--- src/design/sdss_pkg.sv ---
// Shared constants for the stable descending score sort unit.
package sdss_pkg;

	localparam int SQ_BITS             = 6;
	localparam int PROMO_BITS          = 3;
	localparam int MAX_ENTRIES_DEFAULT = 64;
	localparam int SCORE_BITS_DEFAULT  = 16;

endpackage

--- src/design/sdss_ram.sv ---
// Generic single write port RAM with one registered read port.
module sdss_ram #(
	parameter int WIDTH = 31,
	parameter int DEPTH = 64
) (
	input  logic                     clk,
	input  logic                     we,
	input  logic [$clog2(DEPTH)-1:0] waddr,
	input  logic [WIDTH-1:0]         wdata,
	input  logic [$clog2(DEPTH)-1:0] raddr,
	output logic [WIDTH-1:0]         rdata
);

	logic [WIDTH-1:0] mem_q [DEPTH];
	logic [WIDTH-1:0] rdata_q;

	always_ff @(posedge clk) begin
		if (we) begin
			mem_q[waddr] <= wdata;
		end
		rdata_q <= mem_q[raddr];
	end

	assign rdata = rdata_q;

endmodule

--- src/design/stable_descending_score_sort_unit.sv ---
// Load one entry per transfer, keep them sorted by score in RAM, emit on the last entry.
// Load: an entry goes straight into an empty store, else stored entries with a strictly
//   lower score shift down; each shifted entry costs one read-compare-write of the RAM.
// Emit: once the last entry's load finishes, each result passes the registered RAM read and
//   then the output register; the next result is loaded only after the current one is taken.
// Reset clears count, drop flag, sequencer and output valid; RAM contents stay undefined.
module stable_descending_score_sort_unit #(
	parameter int MAX_ENTRIES = sdss_pkg::MAX_ENTRIES_DEFAULT,
	parameter int SCORE_BITS  = sdss_pkg::SCORE_BITS_DEFAULT
) (
	input  logic                           clk,
	input  logic                           arst_n,
	input  logic                           in_valid,
	output logic                           in_stall,
	input  logic [sdss_pkg::SQ_BITS-1:0]    from_square,
	input  logic [sdss_pkg::SQ_BITS-1:0]    to_square,
	input  logic [sdss_pkg::PROMO_BITS-1:0] promotion,
	input  logic signed [SCORE_BITS-1:0]   score,
	input  logic                           last,
	output logic                           out_valid,
	input  logic                           out_stall,
	output logic [sdss_pkg::SQ_BITS-1:0]    out_from,
	output logic [sdss_pkg::SQ_BITS-1:0]    out_to,
	output logic [sdss_pkg::PROMO_BITS-1:0] out_promotion,
	output logic signed [SCORE_BITS-1:0]   out_score,
	output logic                           out_last,
	output logic                           overflowed
);

	localparam int SQ = sdss_pkg::SQ_BITS;
	localparam int PB = sdss_pkg::PROMO_BITS;
	localparam int EW = 2 * SQ + PB + SCORE_BITS;
	localparam int AW = $clog2(MAX_ENTRIES);
	localparam int CW = $clog2(MAX_ENTRIES + 1);
	localparam logic [CW-1:0] CNT_FULL = CW'(MAX_ENTRIES);
	localparam logic [CW-1:0] CNT_ONE  = CW'(1);
	localparam logic [AW-1:0] ADDR_ONE = AW'(1);

	localparam logic [2:0] ST_IDLE  = 3'd0;
	localparam logic [2:0] ST_SHIFT = 3'd1;
	localparam logic [2:0] ST_PLACE = 3'd2;
	localparam logic [2:0] ST_EM_RD = 3'd3;
	localparam logic [2:0] ST_EM_LD = 3'd4;
	localparam logic [2:0] ST_EM_WT = 3'd5;

	logic [2:0]    state_q;
	logic [CW-1:0] cnt_q;
	logic          drop_q;
	logic          last_q;
	logic [AW-1:0] pos_q;
	logic [AW-1:0] k_q;
	logic [EW-1:0] entry_q;
	logic          valid_q;

	logic [SQ-1:0]         out_from_q;
	logic [SQ-1:0]         out_to_q;
	logic [PB-1:0]         out_promo_q;
	logic [SCORE_BITS-1:0] out_score_q;
	logic                  out_last_q;
	logic                  overflowed_q;

	logic          ram_we;
	logic [AW-1:0] ram_waddr;
	logic [EW-1:0] ram_wdata;
	logic [AW-1:0] ram_raddr;
	logic [EW-1:0] ram_rdata;

	logic          in_xfer;
	logic          out_xfer;
	logic [EW-1:0] in_entry;
	logic          lower;

	assign in_xfer  = in_valid && !in_stall;
	assign out_xfer = valid_q && !out_stall;
	assign in_stall = (state_q != ST_IDLE);
	assign in_entry = {from_square, to_square, promotion, score};
	assign lower    = $signed(ram_rdata[SCORE_BITS-1:0]) < $signed(entry_q[SCORE_BITS-1:0]);

	sdss_ram #(
		.WIDTH(EW),
		.DEPTH(MAX_ENTRIES)
	) u_store (
		.clk  (clk),
		.we   (ram_we),
		.waddr(ram_waddr),
		.wdata(ram_wdata),
		.raddr(ram_raddr),
		.rdata(ram_rdata)
	);

	always_comb begin
		ram_we    = 1'b0;
		ram_waddr = pos_q;
		ram_wdata = entry_q;
		ram_raddr = pos_q - ADDR_ONE;
		unique case (state_q)
			ST_IDLE: begin
				ram_waddr = '0;
				ram_wdata = in_entry;
				ram_raddr = AW'(cnt_q - CNT_ONE);
				ram_we    = in_xfer && (cnt_q == '0);
			end
			ST_SHIFT: begin
				// move the lower entry down one place and fetch the next one up
				ram_we    = 1'b1;
				ram_wdata = lower ? ram_rdata : entry_q;
				ram_raddr = pos_q - AW'(2);
			end
			ST_PLACE: begin
				ram_we = 1'b1;
			end
			ST_EM_RD: begin
				ram_raddr = k_q;
			end
			ST_EM_LD: begin
				ram_raddr = k_q;
			end
			ST_EM_WT: begin
				ram_raddr = k_q + ADDR_ONE;
			end
			default: begin
				ram_we = 1'b0;
			end
		endcase
	end

	always_ff @(posedge clk or negedge arst_n) begin
		if (!arst_n) begin
			state_q <= ST_IDLE;
			cnt_q   <= '0;
			drop_q  <= 1'b0;
			last_q  <= 1'b0;
			pos_q   <= '0;
			k_q     <= '0;
			valid_q <= 1'b0;
		end else begin
			unique case (state_q)
				ST_IDLE: begin
					if (in_xfer) begin
						last_q <= last;
						pos_q  <= cnt_q[AW-1:0];
						k_q    <= '0;
						if (cnt_q == CNT_FULL) begin
							drop_q  <= 1'b1;
							state_q <= last ? ST_EM_RD : ST_IDLE;
						end else if (cnt_q == '0) begin
							cnt_q   <= CNT_ONE;
							state_q <= last ? ST_EM_RD : ST_IDLE;
						end else begin
							state_q <= ST_SHIFT;
						end
					end
				end
				ST_SHIFT: begin
					if (lower) begin
						pos_q <= pos_q - ADDR_ONE;
						if (pos_q == ADDR_ONE) begin
							state_q <= ST_PLACE;
						end
					end else begin
						cnt_q   <= cnt_q + CNT_ONE;
						state_q <= last_q ? ST_EM_RD : ST_IDLE;
					end
				end
				ST_PLACE: begin
					cnt_q   <= cnt_q + CNT_ONE;
					state_q <= last_q ? ST_EM_RD : ST_IDLE;
				end
				ST_EM_RD: begin
					state_q <= ST_EM_LD;
				end
				ST_EM_LD: begin
					valid_q <= 1'b1;
					state_q <= ST_EM_WT;
				end
				ST_EM_WT: begin
					if (out_xfer) begin
						valid_q <= 1'b0;
						if (out_last_q) begin
							cnt_q   <= '0;
							drop_q  <= 1'b0;
							state_q <= ST_IDLE;
						end else begin
							k_q     <= k_q + ADDR_ONE;
							state_q <= ST_EM_LD;
						end
					end
				end
				default: begin
					state_q <= ST_IDLE;
				end
			endcase
		end
	end

	always_ff @(posedge clk) begin
		if (state_q == ST_IDLE && in_xfer) begin
			entry_q <= in_entry;
		end
		if (state_q == ST_EM_LD) begin
			out_from_q   <= ram_rdata[EW-1 -: SQ];
			out_to_q     <= ram_rdata[EW-SQ-1 -: SQ];
			out_promo_q  <= ram_rdata[SCORE_BITS+PB-1 -: PB];
			out_score_q  <= ram_rdata[SCORE_BITS-1:0];
			out_last_q   <= (CW'(k_q) + CNT_ONE) == cnt_q;
			overflowed_q <= drop_q;
		end
	end

	assign out_valid     = valid_q;
	assign out_from      = out_from_q;
	assign out_to        = out_to_q;
	assign out_promotion = out_promo_q;
	assign out_score     = out_score_q;
	assign out_last      = out_last_q;
	assign overflowed    = overflowed_q;

`ifndef SYNTHESIS
	a_cnt_bound: assert property (@(posedge clk) disable iff (!arst_n)
		cnt_q <= CNT_FULL)
		else $error("entry count beyond capacity");

	a_out_nonempty: assert property (@(posedge clk) disable iff (!arst_n)
		valid_q |-> cnt_q != '0)
		else $error("result shown from an empty store");

	a_list_clear: assert property (@(posedge clk) disable iff (!arst_n)
		out_xfer && out_last_q |=> cnt_q == '0 && !drop_q && state_q == ST_IDLE)
		else $error("list state not cleared after final transfer");

	a_shift_pos: assert property (@(posedge clk) disable iff (!arst_n)
		state_q == ST_SHIFT |-> pos_q != '0 && CW'(pos_q) <= cnt_q && cnt_q != CNT_FULL)
		else $error("insertion position out of range");

	a_drop_full: assert property (@(posedge clk) disable iff (!arst_n)
		$rose(drop_q) |-> $past(cnt_q) == CNT_FULL)
		else $error("drop flagged with room left");
`endif

endmodule

--- config.mk ---
export PLATFORM = sky130hd
export DESIGN_NAME = stable_descending_score_sort_unit
export DESIGN_NICKNAME = d
export VERILOG_FILES = /design/src/design/sdss_pkg.sv /design/src/design/sdss_ram.sv /design/src/design/stable_descending_score_sort_unit.sv
export SDC_FILE = /design/constraint.sdc
export NUM_CORES = 2
export LEC_CHECK = 0
export ABC_AREA = 1
export BUFFER_PORTS_ARGS = -buffer_cell sky130_fd_sc_hd__buf_2
export CAP_MARGIN = 25
export CORE_MARGIN = 5
export CORE_UTILIZATION = 25
export CTS_BUF_LIST = sky130_fd_sc_hd__clkbuf_2
export CTS_CLUSTER_DIAMETER = 30
export DETAILED_ROUTE_END_ITERATION = 12
export GPL_TIMING_DRIVEN = 1
export PLACE_DENSITY_LB_ADDON = 0.1
export SETUP_SLACK_MARGIN = 0.3
export SLEW_MARGIN = 20
export SYNTH_ARGS = -nofsm -noshare
export SYNTH_HDL_FRONTEND = slang
export SYNTH_SLANG_ARGS = --single-unit
--- constraint.sdc ---
create_clock -name clk -period 5.5 [get_ports clk]
set_input_delay 0.275 -clock clk [delete_from_list [all_inputs] [get_ports clk]]
set_output_delay 0.275 -clock clk [all_outputs]
set_load 0.05 [all_outputs]
After elaboration in Yosys (flattened, before gate mapping)

Memory sizes are Yosys's and may differ from the RTL's. A register that Yosys moved wholly into a read port is not among the register bits.
Cells that the tools add are included.

RAM bits: 1984
Memories: 1
Flip-flop bits (word level): 89
Input bits: 36

Memories:

| memory        | words | bits a word | rd ports | clocked after memory_dff | wr ports | line           | RTL |
|---|---|---|---|---|---|---|---|
| u_store.mem_q | 64    | 31          | 1        | 1                        | 1        | sdss_ram.sv:14 | `logic [WIDTH-1:0] mem_q [DEPTH];` |

$add $sub $neg: 6
Magnitude comparators: 1
Equal/unequal tests: 18
Reduce and logical (&&, ||, !) cells: 22
Multiplexer cells: 38

Operators by type and width:

| cell                                                               | number |
|---|---|
| 31-bit case mux with 2 select lines                                | 1 |
| 7-bit 2-to-1 mux                                                   | 6 |
| 6-bit 2-to-1 mux                                                   | 6 |
| 31-bit 2-to-1 mux                                                  | 1 |
| 7-bit case mux with 4 select lines                                 | 1 |
| 6-bit case mux with 2 select lines                                 | 2 |
| 6-bit case mux with 4 select lines                                 | 1 |
| 2-bit inequality test, second input constant                       | 9 |
| 3-bit case mux with 6 select lines                                 | 1 |
| 16-bit less-than comparator                                        | 1 |
| 3-bit 2-to-1 mux                                                   | 5 |
| 6-bit by 1-bit subtractor with 6-bit output, second input constant | 2 |
| 2-bit 2-to-1 mux                                                   | 4 |
| 6-bit by 1-bit adder with 7-bit output, second input constant      | 1 |
| 7-bit by 1-bit adder with 7-bit output, second input constant      | 1 |
| 7-bit == test                                                      | 1 |
| 7-bit == test, second input constant                               | 1 |
| 7-bit zero test                                                    | 1 |
| 1-bit 2-to-1 mux                                                   | 7 |
| 7-bit AND reduction                                                | 1 |
| 6-bit by 1-bit adder with 6-bit output, second input constant      | 1 |
| 3-bit by 2-bit == test with 1-bit output, second input constant    | 2 |
| 3-bit == test, second input constant                               | 2 |
| 6-bit by 1-bit == test with 1-bit output, second input constant    | 1 |
| other kinds (15)                                                   | 26 |

Longest topological paths before layout

Word-level depth: 7
Depth in mapped cells: 18
Mapped depth without buffers: 14

Cells and area by module

From an unflattened synthesis, not the netlist that was laid out.

Cells, all modules: 7328
Area, all modules: 85552.1 um^2

By module, submodules not included:

| module                            | cells each | instances | area each (um^2) |
|---|---|---|---|
| sdss_ram                          | 6726       | 1         | 80462.2 |
| stable_descending_score_sort_unit | 602        | 1         | 5089.9 |

Worst setup path before layout

Ideal clock, no wire load.

Kind: reg-to-reg
From: register state_q[0]
To: memory u_store.mem_q[17][0], enable pin
Cell stages (with the launch flop): 10
Buffers on the path: 2
Setup slack: 0.527 ns
Clock period less this slack: 4.973 ns
Data arrival time: 4.553 ns
Cell sequence: dfrtp_1 > buf_6 > nor3_4 > inv_2 > nor2_1 > a21oi_1 > inv_1 > buf_2 > nand4_1 > nor2_1

Cells in the longest elaborated chain, start to end: 7

Ends and longest elaborated chain:

| item                                   | line                                     | RTL |
|---|---|---|
| from (decl)                            | stable_descending_score_sort_unit.sv:46  | `logic [2:0] state_q;` |
| from (signal assigned)                 | stable_descending_score_sort_unit.sv:145 | `state_q <= last ? ST_EM_RD : ST_IDLE;` |
| from (signal assigned)                 | stable_descending_score_sort_unit.sv:148 | `state_q <= last ? ST_EM_RD : ST_IDLE;` |
| from (signal assigned)                 | stable_descending_score_sort_unit.sv:162 | `state_q <= last_q ? ST_EM_RD : ST_IDLE;` |
| 3-bit nonzero test                     | stable_descending_score_sort_unit.sv:75  | `assign in_stall = (state_q != ST_IDLE);` |
| via in_stall                           | stable_descending_score_sort_unit.sv:14  | `output logic in_stall,` |
| 1-bit zero test                        | stable_descending_score_sort_unit.sv:73  | `assign in_xfer = in_valid && !in_stall;` |
| 1-bit logical AND                      | stable_descending_score_sort_unit.sv:73  |  |
| 1-bit logical AND                      | stable_descending_score_sort_unit.sv:101 | `ram_we = in_xfer && (cnt_q == '0);` |
| 1-bit case mux with 2 select lines     | stable_descending_score_sort_unit.sv:96  | `unique case (state_q)` |
| 1-bit 2-to-1 mux                       | sdss_ram.sv:18                           | `if (we) begin` |
| 1-bit 2-to-1 mux (implied by the code) | sdss_ram.sv:19                           | `mem_q[waddr] <= wdata;` |
| to (decl)                              | sdss_ram.sv:14                           |  |

The timed path passes the listed nets, and every way through them passes these cells.

Worst setup path in the final report

From: register entry_q[7]
To: memory u_store.mem_q[62][21], data pin

Cells in the longest elaborated chain, start to end: 3

Ends and longest elaborated chain:

| item                                | line                                     | RTL |
|---|---|---|
| from (decl)                         | stable_descending_score_sort_unit.sv:52  | `logic [EW-1:0] entry_q;` |
| from (signal assigned)              | stable_descending_score_sort_unit.sv:198 | `entry_q <= in_entry;` |
| 16-bit less-than comparator         | stable_descending_score_sort_unit.sv:77  | `assign lower = $signed(ram_rdata[SCORE_BITS-1:0]) < $signed(entry_q[SCORE_BITS-1:0]);` |
| 31-bit 2-to-1 mux                   | stable_descending_score_sort_unit.sv:106 | `ram_wdata = lower ? ram_rdata : entry_q;` |
| 31-bit case mux with 2 select lines | stable_descending_score_sort_unit.sv:96  |  |
| via ram_wdata[21]                   | stable_descending_score_sort_unit.sv:64  | `logic [EW-1:0] ram_wdata;` |

The timed path passes the listed nets, and every way through them passes these cells.

==> results.yml <==
sta:
  clock_skew_ns: 0.117
  finalCritPeriodShare_pct: 83.7
  period_needed_ns: 4.61
  fin_tns_setup_ns: 0
  final-hold-violation-count: 0
  slew_violations: 0
  finalSetupViolCount: 0
  worst_slew_margin_rel_pct: 30.7
  fmax_ghz: 0.217
  worst_pin_slew_ns: 1.04
  rsz0062_at_grt: "no"
yosys:
  syn_nets: 8432
  synth.distinct_cells: 40
  synth-main-ff-cell: "edfxtp_1"
  ys_async_sr_fraction_pct: 1.19
  syn_area_sq_mm: 0.0929
  synth_edf_count: 2048
  syn_inst: 8374
  avgSynthCellArea_sq_um: 11.1
  ys_warn_count: 0
  synth_seq_cells: 2104
  ys_seq_area_share_pct: 67.6
drt:
  routedWlPerCell_um: 24.8
  antenna_left: 0
  vias: 65800
  drtPass1Iterations: 6
  viasPerCell: 4.59
  drt_iter0_drc: 5439
  routed_wl_um: 355000
  drc: 0
floorplan:
  coreArea_sq_mm: 0.369
  die_h_um: 619
  rows: 223
  chipWidth_um: 619
  initial_core_util_pct: 25.1
  ios: 71
  dieArea_sq_mm: 0.384
place:
  io_buffers: 70
  gp_congestion: 0.780
  dp_hpwl_um: 183000
cts:
  cts.sinks: 2104
  clk_pin_slew_ns: 0.10
  cts-buffers-inserted: 628
  htree_levels: 6
  cts_tree: "done"
  insertion_delay_ns: 2.04
  root_buffer: "clkbuf_2"
  cts_setup_buffers: 0
  clockBufferDepth: 4
worst_setup_path:
  path_max_fanout: 37
  cp_slowest_stage_delay_ns: 0.50
  cp-start-kind: "flop"
  critPathMostFrequentCell: "nand2_1"
  cp_data_required_time_ns: 7.16
  slowest_stage: "nand3_2"
  crit_arrival_ns: 6.27
  path_cells: "inv_1 -> ha_1 -> a21oi_1 -> o21ai_0 -> buf_4 -> o21ai_1 -> nand2_1 -> nand2_1 -> nand2_1 -> nand2_1 -> nand2_2 -> buf_12 -> nand2_1 -> nand3_2 -> buf_12"
  end_kind: "flop"
  worstSetupPathType: "reg2reg"
final_layout:
  layout.nets: 8978
  fillers: 38600
  area_growth_pct: 15.9
  drive_gt1_share_pct: 15.2
  regArea_sq_mm: 0.0627
  multi_input_area_sq_mm: 0.0236
status:
  status: "finished, final reports clean"
min_path:
  hold_class: "in2reg"
global_routing:
  grt_pass1_vias: 64800
  grt_pass1_wl_um: 497000
  grt_use_total_pct: 18.0
  antenna_found_initial: 19
  grt.overflow.total: 0
  grt_max_degree: 131
flow_run:
  maxCapViolCount: 0
-- logic make-up (layout without fill, tap and decap cells) --
kind of cell	after synthesis	count (layout)	share of synthesized area, %
AO/OA/AOI/OAI	78	78	0.481
other	0	13	0
buffers and inverters	1754	2750	7.76
AND/OR/NAND/NOR	4405	4405	23.8
XOR/XNOR	11	11	0.104
adder cells (fa/ha/maj)	22	22	0.296
flip-flops	2104	2104	67.6
-- cell usage in the layout, fill, tap and decap left out, types with 6 or more instances in the layout --
cell type,synthesis,layout
a21oi_1,19,18
nand4_1,10,10
nor2_4,0,54
nand2_1,1377,1375
inv_2,9,44
diode_2,0,13
buf_2,431,71
clkbuf_2,0,879
dlygate4sd3_1,0,138
nand3_1,2166,2138
nor3_1,8,8
nand3b_1,735,735
buf_4,19,172
dfrtp_1,25,25
nor2_1,97,43
edfxtp_1,2048,2048
dfxtp_1,31,31
inv_1,1184,1171
ha_1,22,22
o21ai_0,38,36
clkinvlp_4,0,6
bufinv_16,0,15
buf_12,0,92
clkinv_1,1,122
xor2_1,9,9
clkinv_2,0,33
nand3_2,3,30
-- state kept, by name, indices dropped and copies added, names as in the netlist, 3 cells and up --
name and cells:
cnt_q 7, entry_q 31, k_q 6, out_from 6, out_promotion 3, out_score 16
out_to 6, pos_q 6, state_q 3, u_store.mem_q 1984, u_store.rdata 31
-- critical path, delay by kind of cell (launching register included) --
| kind | cells | cell delay, ns |
|---|---|---|
| DFF | 1 | 0.40 |
| and+or+nand+nor | 7 | 1.76 |
| adders and majority gates | 1 | 0.24 |
| AOI/OAI and AO/OA | 3 | 0.80 |
| buffers and inverters | 4 | 1.00 |
-- layout make-up --
type | instances | area share [%]
clock buffer | 879 | 4.09
sequential | 2104 | 58.3
antenna | 13 | 0.0302
clock inverter | 201 | 1.13
inverter | 1194 | 4.19
timing repair buffer | 476 | 4.59
multi-input combinational | 4516 | 21.9
tap | 4950 | 5.76
-- per-stage QoR --
step / utilization [%] / setup WS [ns] / instances / cell area [sq um] / hold slack [ns]
floorplan: - / 0.527 / 8374 / 92900 / -0.0206
global placement: 27.2 / 0.418 / 13100 / 100000 / 0.335
detailed placement: 27.2 / 0.490 / 13100 / 101000 / 0.331
CTS: 29.1 / 0.423 / 14300 / 108000 / 0.0150
global route: 29.1 / 0.531 / 14300 / 108000 / 0.0663
finish: 29.1 / 0.894 / 14300 / 108000 / 0.337
-- repair_timing --
action / 4_1_cts / 5_1_grt
hold endpoints to repair: 3427 / 0
setup endpoints to repair: 0 / 56
gates resized for setup: 0 / 1
hold buffers: 139 / 0
-- Yosys cell counts (2+ instances only) --
library cell	count	area, sq um
a211oi_1	3	22.5
a21oi_1	19	95.1
buf_1	30	113
buf_2	431	2160
buf_4	19	143
buf_6	2	22.5
clkbuf_1	78	293
dfrtp_1	25	626
dfxtp_1	31	621
edfxtp_1	2048	61500
ha_1	22	275
inv_1	1184	4440
inv_2	9	33.8
nand2_1	1377	5170
nand2_2	4	25.0
nand3_1	2166	10800
nand3_2	3	30.0
nand3b_1	735	5520
nand4_1	10	62.6
nor2_1	97	364
nor3_1	8	40.0
o211ai_1	4	30.0
o21a_1	2	15.0
o21ai_0	38	190
o21ai_1	3	15.0
or2_2	3	18.8
xnor2_1	2	17.5
xor2_1	9	78.8
-- final timing paths --
kind	to	startpoint	slack, ns	cells past startpoint
setup reg to reg	u_store.mem_q[62][21]$_DFFE_PP_	entry_q[7]$_DFFE_PP_	0.89	15
setup / recovery	u_store.mem_q[62][21]$_DFFE_PP_	entry_q[7]$_DFFE_PP_	0.89	15
hold reg to reg	out_from[4]$_DFFE_PP_	u_store.rdata[29]$_DFF_P_	0.46	0
hold / removal	entry_q[3]$_DFFE_PP_	score[3]	0.34	4
min in group asynchronous	pos_q[3]$_DFFE_PN0P_	arst_n	0.93	7
max in group asynchronous	drop_q$_DFFE_PN0P_	arst_n	3.52	8
-- per-layer routing --
metal  vias to the layer above  global-route usage (%)  wire length [um]
li1                      30300                       -                 -
met1                     32900                    24.6            162000
met2                      1975                    28.8            164000
met3                       585                    3.07             18100
met4                         6                    6.06             11300
met5                         -                       0                47
Power is not shown: default switching activity piles up to over one toggle a cycle in this logic, so the estimate is an artifact.
